`src/hdl/scpc_pkg.sv`:
```
// Shared types and constants for the sheet counter period classifier.
package scpc_pkg;

	// Request kinds carried in the slave-side tuser.
	localparam logic [2:0] REQ_PULSE = 3'd0;
	localparam logic [2:0] REQ_EDGE  = 3'd1;
	localparam logic [2:0] REQ_TICK  = 3'd2;
	localparam logic [2:0] REQ_EVAL  = 3'd3;
	localparam logic [2:0] REQ_CLEAR = 3'd4;

	// Machine mode codes as reported on the result.
	localparam logic [1:0] MODE_RUN   = 2'd0;
	localparam logic [1:0] MODE_EMPTY = 2'd1;
	localparam logic [1:0] MODE_STOP  = 2'd2;

	// Configuration register indexes.
	localparam logic [7:0] CFG_IDLE_EDGES = 8'd0;
	localparam logic [7:0] CFG_TIMEOUT    = 8'd1;

	// Edge count of a sheet split in two while running empty.
	localparam int SPLIT_EDGES = 3;

	// Reset values of the configuration registers.
	localparam logic [7:0]  IDLE_EDGES_RST = 8'd2;
	localparam logic [31:0] TIMEOUT_RST    = 32'd1000000;

	// Outcome of classifying one closed period.
	typedef struct packed {
		logic       counted;  // sheet count increments
		logic       hit;      // mode changes and closed period clears
		logic [1:0] mode;     // new mode when hit
	} cls_t;

endpackage

```
`src/hdl/scpc_classify.sv`:
```
// Classification of a closed period from its edge count and edge order.
module scpc_classify import scpc_pkg::*; #(
	parameter int EDGE_COUNT_BITS = 8
) (
	input  logic [EDGE_COUNT_BITS-1:0] edge_count,
	input  logic [1:0]                 levels,
	input  logic [7:0]                 idle_edges,
	input  logic [1:0]                 start_mode,
	output cls_t                       result
);

	localparam int CMP_W = (EDGE_COUNT_BITS > 8) ? EDGE_COUNT_BITS : 8;

	logic [CMP_W-1:0] cnt_ext;
	logic [CMP_W-1:0] idle_ext;
	logic             split_sheet;

	assign cnt_ext     = CMP_W'(edge_count);
	assign idle_ext    = CMP_W'(idle_edges);
	assign split_sheet = (start_mode == MODE_EMPTY) &&
	                     (edge_count == EDGE_COUNT_BITS'(SPLIT_EDGES));

	// Over idle edges is a sheet unless split when empty; equal needs rising then falling.
	always_comb begin
		result = '{counted: 1'b0, hit: 1'b0, mode: MODE_RUN};
		if (cnt_ext > idle_ext) begin
			result.hit     = 1'b1;
			result.counted = !split_sheet;
			result.mode    = MODE_RUN;
		end else if (cnt_ext == idle_ext) begin
			result.hit = 1'b1;
			if (levels[0] && !levels[1]) begin
				result.counted = 1'b1;
				result.mode    = MODE_RUN;
			end else begin
				result.mode = MODE_EMPTY;
			end
		end
	end

endmodule

```
`src/hdl/sheet_counter_period_classifier_unit.sv`:
```
// Top level of the sheet counter with period classifier.
//
// Items enter on the slave-side stream: tuser holds the request kind (period
// pulse, sensor edge, tick, evaluate, clear count) and tdata bit 0 the sensor
// level of an edge. Each accepted item yields exactly one result on the
// master-side stream: the sheet count, the machine mode and a flag that says
// whether this item counted a sheet.
// Configuration is written through the cfg channel, index 0 for the idle edge
// count and index 1 for the timeout in ticks; it is always ready and should
// only be written while no result is outstanding.
// The state update and the result are computed in the cycle of acceptance and the
// result register presents them on the next edge.
// Throughput is one item per cycle while the receiver keeps up, set by the single
// result register: a new item is taken whenever that register is empty or is
// emptied in the same cycle. When the receiver stalls, the result is held and
// s_axis_tready falls until it is taken.
// Reset clears the counts and periods, sets the mode to stopped and loads the
// default configuration; no result is pending afterwards.
module sheet_counter_period_classifier_unit import scpc_pkg::*; #(
	parameter int SHEET_BITS      = 32,
	parameter int EDGE_COUNT_BITS = 8
) (
	input  logic        clk,
	input  logic        arst_n,
	input  logic        s_axis_tvalid,
	output logic        s_axis_tready,
	input  logic [7:0]  s_axis_tdata,   // [0] edge_level, [7:1] zero
	input  logic [2:0]  s_axis_tuser,   // [2:0] req_type
	output logic        m_axis_tvalid,
	input  logic        m_axis_tready,
	output logic [39:0] m_axis_tdata,   // [31:0] sheet_total, [33:32] machine_mode,
	                                    // [34] sheet_counted, [39:35] zero
	input  logic        cfg_valid,
	output logic        cfg_ready,
	input  logic [7:0]  cfg_index,
	input  logic [31:0] cfg_data
);

	logic [7:0]  idle_edges_q;
	logic [31:0] timeout_q;

	logic [1:0]                 mode_q, mode_d;
	logic                       pending_q, pending_d;
	logic [EDGE_COUNT_BITS-1:0] open_cnt_q, open_cnt_d;
	logic [1:0]                 open_lvl_q, open_lvl_d;
	logic [EDGE_COUNT_BITS-1:0] closed_cnt_q, closed_cnt_d;
	logic [1:0]                 closed_lvl_q, closed_lvl_d;
	logic [SHEET_BITS-1:0]      sheet_q, sheet_d;
	logic [31:0]                ticks_q, ticks_d;
	logic                       counted_d;

	logic        in_accept;
	logic [2:0]  req;
	logic        level;
	cls_t        cls;
	logic [63:0] sheet_ext;

	assign cfg_ready     = 1'b1;
	assign s_axis_tready = !m_axis_tvalid || m_axis_tready;
	assign in_accept     = s_axis_tvalid && s_axis_tready;
	assign req           = s_axis_tuser;
	assign level         = s_axis_tdata[0];

	scpc_classify #(
		.EDGE_COUNT_BITS(EDGE_COUNT_BITS)
	) u_classify (
		.edge_count(closed_cnt_q),
		.levels    (closed_lvl_q),
		.idle_edges(idle_edges_q),
		.start_mode(mode_q),
		.result    (cls)
	);

	// Next state for the item on the input.
	always_comb begin
		mode_d       = mode_q;
		pending_d    = pending_q;
		open_cnt_d   = open_cnt_q;
		open_lvl_d   = open_lvl_q;
		closed_cnt_d = closed_cnt_q;
		closed_lvl_d = closed_lvl_q;
		sheet_d      = sheet_q;
		ticks_d      = ticks_q;
		counted_d    = 1'b0;
		case (req)
			REQ_PULSE: begin
				closed_cnt_d = open_cnt_q;
				closed_lvl_d = open_lvl_q;
				open_cnt_d   = '0;
				open_lvl_d   = '0;
				pending_d    = 1'b1;
				ticks_d      = '0;
			end
			REQ_EDGE: begin
				if (open_cnt_q < EDGE_COUNT_BITS'(2)) begin
					open_lvl_d[open_cnt_q[0]] = level;
				end
				if (open_cnt_q != '1) begin
					open_cnt_d = open_cnt_q + 1'b1;
				end
			end
			REQ_TICK: begin
				if (ticks_q != '1) begin
					ticks_d = ticks_q + 1'b1;
				end
			end
			REQ_EVAL: begin
				if (pending_q) begin
					pending_d = 1'b0;
					if (cls.hit) begin
						mode_d       = cls.mode;
						closed_cnt_d = '0;
						closed_lvl_d = '0;
					end
					if (cls.counted) begin
						counted_d = 1'b1;
						sheet_d   = sheet_q + 1'b1;
					end
				end
				if ((mode_q == MODE_RUN || mode_q == MODE_EMPTY) && ticks_q > timeout_q) begin
					mode_d = MODE_STOP;
				end
			end
			REQ_CLEAR: begin
				sheet_d = '0;
			end
			default: begin
			end
		endcase
	end

	assign sheet_ext = 64'(sheet_d);

	// Block state and configuration registers.
	always_ff @(posedge clk or negedge arst_n) begin
		if (!arst_n) begin
			idle_edges_q <= IDLE_EDGES_RST;
			timeout_q    <= TIMEOUT_RST;
			mode_q       <= MODE_STOP;
			pending_q    <= 1'b0;
			open_cnt_q   <= '0;
			open_lvl_q   <= '0;
			closed_cnt_q <= '0;
			closed_lvl_q <= '0;
			sheet_q      <= '0;
			ticks_q      <= '0;
		end else begin
			if (cfg_valid && cfg_ready) begin
				unique case (cfg_index)
					CFG_IDLE_EDGES: idle_edges_q <= cfg_data[7:0];
					CFG_TIMEOUT:    timeout_q    <= cfg_data;
					default: begin
					end
				endcase
			end
			if (in_accept) begin
				mode_q       <= mode_d;
				pending_q    <= pending_d;
				open_cnt_q   <= open_cnt_d;
				open_lvl_q   <= open_lvl_d;
				closed_cnt_q <= closed_cnt_d;
				closed_lvl_q <= closed_lvl_d;
				sheet_q      <= sheet_d;
				ticks_q      <= ticks_d;
			end
		end
	end

	// Result valid flag.
	always_ff @(posedge clk or negedge arst_n) begin
		if (!arst_n) begin
			m_axis_tvalid <= 1'b0;
		end else if (s_axis_tready) begin
			m_axis_tvalid <= s_axis_tvalid;
		end
	end

	// Result payload, loaded with each accepted item.
	always_ff @(posedge clk) begin
		if (in_accept) begin
			m_axis_tdata <= {5'b0, counted_d, mode_d, sheet_ext[31:0]};
		end
	end

endmodule

```
`config.mk`:
```
export PLATFORM = sky130hd
export DESIGN_NAME = sheet_counter_period_classifier_unit
export DESIGN_NICKNAME = d
export VERILOG_FILES = /design/src/hdl/scpc_pkg.sv /design/src/hdl/scpc_classify.sv /design/src/hdl/sheet_counter_period_classifier_unit.sv
export SDC_FILE = /design/constraint.sdc
export NUM_CORES = 1
export LEC_CHECK = 0
export BUFFER_PORTS_ARGS = -buffer_cell sky130_fd_sc_hd__buf_4
export CELL_PAD_IN_SITES_DETAIL_PLACEMENT = 0
export CELL_PAD_IN_SITES_GLOBAL_PLACEMENT = 1
export CORE_MARGIN = 3
export CORE_UTILIZATION = 35
export CTS_BUF_LIST = sky130_fd_sc_hd__clkbuf_8 sky130_fd_sc_hd__clkbuf_16
export DETAILED_ROUTE_END_ITERATION = 8
export PLACE_DENSITY_LB_ADDON = 0.1
export RECOVER_POWER = 100
export SLEW_MARGIN = 20
export SYNTH_ARGS = -nofsm -noshare
export SYNTH_HDL_FRONTEND = slang
export SYNTH_SLANG_ARGS = --single-unit
export TNS_END_PERCENT = 1
```
`constraint.sdc`:
```
create_clock -name clk -period 3.3 [get_ports clk]
set_clock_uncertainty 0.15 [all_clocks]
set_input_delay 0.99 -clock clk [delete_from_list [all_inputs] [get_ports clk]]
set_output_delay 0.99 -clock clk [all_outputs]
set_load 0.01 [all_outputs]
```
==> run metrics <==
final worst path period need 3.038 ns; kind of critical path in -> reg; worst slew pin tran 1.456 ns; Post-layout nets 1,100; die span in y 166 µm; yosys synthesis warning count 0; Max Fclk 329.1 MHz; switching share of power 27.74%; # diodes 0; Crit Reg-Reg Startpoint closed_cnt_q[0]; post-CTS sizing 0; power share of the combinational group 10.8%; DRC Markers 0; Avg Synthesized Cell Area 9.911 µm²; R2R cell count 11; worst hold-check path type reg -> reg; setup violators final 0; ys async rst share 78.53%; final hold vios 0; chip width 166 µm; Starting Density 36.21%; first-pass GRT wire length 38,470 µm; drt total wl 22,740 µm; Worst-Skew Late Latency 0.43 ns; Max-Cap Viols 0; Pins Over Slew Limit 0; WHS Path Cells 2; vias in the first global route 7,014; Post-CTS Setup Bufs 0; Critical Path RT 3.47 ns; Final Util 41.85%; worst-path fanout max 11; RSZ-0062 raised after global routing no; Synth area leader dfrtp_1; relative slew slack 2.919%; row count 57; CTS tree built; power per cell area 453.3 nW/µm²; crit start category input pin; Ports 99; Synth top area share 33.24%; RePlAce Congestion 0.7797; Critical Path End Type register; Static Leakage 4.413 nW; clk slew on worst S/H paths 0.07 ns; Max rail drop VDD 0.2558 mV; area grow syn2layout 15.58%; antenna violations before repair 0; Synth cell types 74; top_reg_cell synth dfrtp_1; Final Cycle Share 92.07%; R2R Setup Slk 0.33 ns; Commonest cells post-synth dfrtp_1, nand2_1, nand3_1; Die Footprint 27,560 µm²; H-tree depth 4; share of power burned in registers 48.8%; CP arrival 3.20 ns; Mapped Area 8960 µm²; layout cells sized above 1 14.89%; Fillers 2,475; CTS Buffer Depth 2; core area 24,750 µm²; TritonCTS Sinks 163; vias 7,079; status finished, final reports clean; WL per Instance 17.00 µm; # hold bufs at CTS 0; fin cells 1,338; dominant cells by area after synthesis dfrtp_1, edfxtp_1, ha_1, mux2_2, nand2_1; CP cell instances buf_4 > or2_4 > nor4_1 > o21ai_0 > buf_4 > nor4_1 > xnor2_1 > nor2_1; most common cell in the netlist dfrtp_1; number of flops mapped to enable cells by yosys 35; Pint 0.003392 W; drt first pass iters 5; hold path start closed_lvl_q[1]; global route total overflow 0; total CTS buffers 17; Gate Count Post-Synth 904; clock power share 40.4%; Hold Path Sink closed_lvl_q[1]; pin count of the biggest net entering global routing 42; Critical R2R Capture sheet_q[3]; switching power 0.001302 W; CTS root buf clkbuf_16; port bufs 85; DRT iter0 DRCs 590; Critical Path Start s_axis_tuser[0]; register bit total from synthesis 163; Fin Setup TNS 0 ns; vias per inst 5.291; DP Wirelength 16,540 µm; crit-path max cell delay 0.78 ns; DRT antenna net count 0; placed cells 1,306; gr usage total 17.08%; slowest CP cell nor4_1; Seq/Total Area, Yosys 47.61%
## power by group through the flow
stage               combinational, W  sequential, W  clock [W]
finish                      0.000508        0.00229    0.00190
global route                0.000594        0.00231    0.00204
CTS                         0.000555        0.00229    0.00196
detailed placement          0.000550        0.00233          0
global placement            0.000548        0.00233          0
floorplan                   0.000314        0.00231          0
## flip-flops by register name, summed over array words and instances (netlist names), 8 cells and up
register and flops:
sheet_q 32, timeout_q 32, ticks_q 32, closed_cnt_q 8, open_cnt_q 8, idle_edges_q 8
m_axis_tdata 35
## how the worst max path moves through the flow
stage                           end  slack, ns  depth (start not counted)
finish                  ticks_q[24]       0.26                          8
global placement        ticks_q[31]       0.21                          9
CTS                   s_axis_tready       0.26                          4
floorplan           m_axis_tdata[0]       0.04                          5
detailed placement      ticks_q[31]       0.19                          9
global route            ticks_q[24]       0.13                          8
## per-stage QoR
step	setup slack (ns)	instance area [µm²]	total power (W)	hold slack, ns
final	0.2617	10360	0.004695	0.3133
after global routing	0.1346	10360	0.004943	0.3540
after CTS	0.2554	10640	0.004806	0.2929
after detailed placement	0.1872	10100	0.002881	0.3030
after global placement	0.2103	10100	0.002879	0.2967
after floorplan	0.03944	8975	0.002624	0.2800
## layout by cell type, fill, tap and decap left out, types with 9 or more instances in the layout
master       n
o31ai_1     14
clkbuf_16   17
o211ai_1    22
dfrtp_1    119
or3_1       12
dfstp_2      9
nand4_1     31
xnor2_1     20
nor2_1      55
mux2_2      33
and3_1      13
nand2_1     98
ha_1        43
nand3_1     63
or4_1       12
inv_1       62
edfxtp_1    35
clkbuf_1    52
a21oi_1     32
nor3_1      11
buf_4       55
a31oi_1     14
o21ai_0     48
## cells by family after synthesis
group	Yosys count	share of synthesized area [%]
simple gates	342	19.91
other cells	2	0.08382
mux	38	4.706
xor+xnor	26	2.542
fa+ha+maj	43	6.005
flops	163	47.61
buf+inv	104	5.097
compound gates	186	14.05
## per-layer routing
layer  routed length [µm]  track usage [%]  vias up
li1                     -                -     3515
met5                    0                0        -
met2                 9586            24.62      107
met4                  153            3.291        0
met3                  795            3.475       11
met1                12210            26.56     3446
## worst max-delay path, delay by kind of cell
family          cells  cell delay, ns
xor+xnor            1            0.16
buf+inv             2            0.41
compound gates      1            0.29
simple gates        4            1.35
## final cells by class
class                           count  area, µm²  area share [%]
Clock buffer                       17      425.4           4.108
Multi-Input combinational cell    641       4200           40.56
Inverter                           61      229.0           2.211
Tap cell                          324      405.4           3.914
Sequential cell                   163       4265           41.19
Timing Repair Buffer              117      713.2           6.887
Clock inverter                     15      117.6           1.136
No activity file was read; power rests on OpenSTA's default activity.
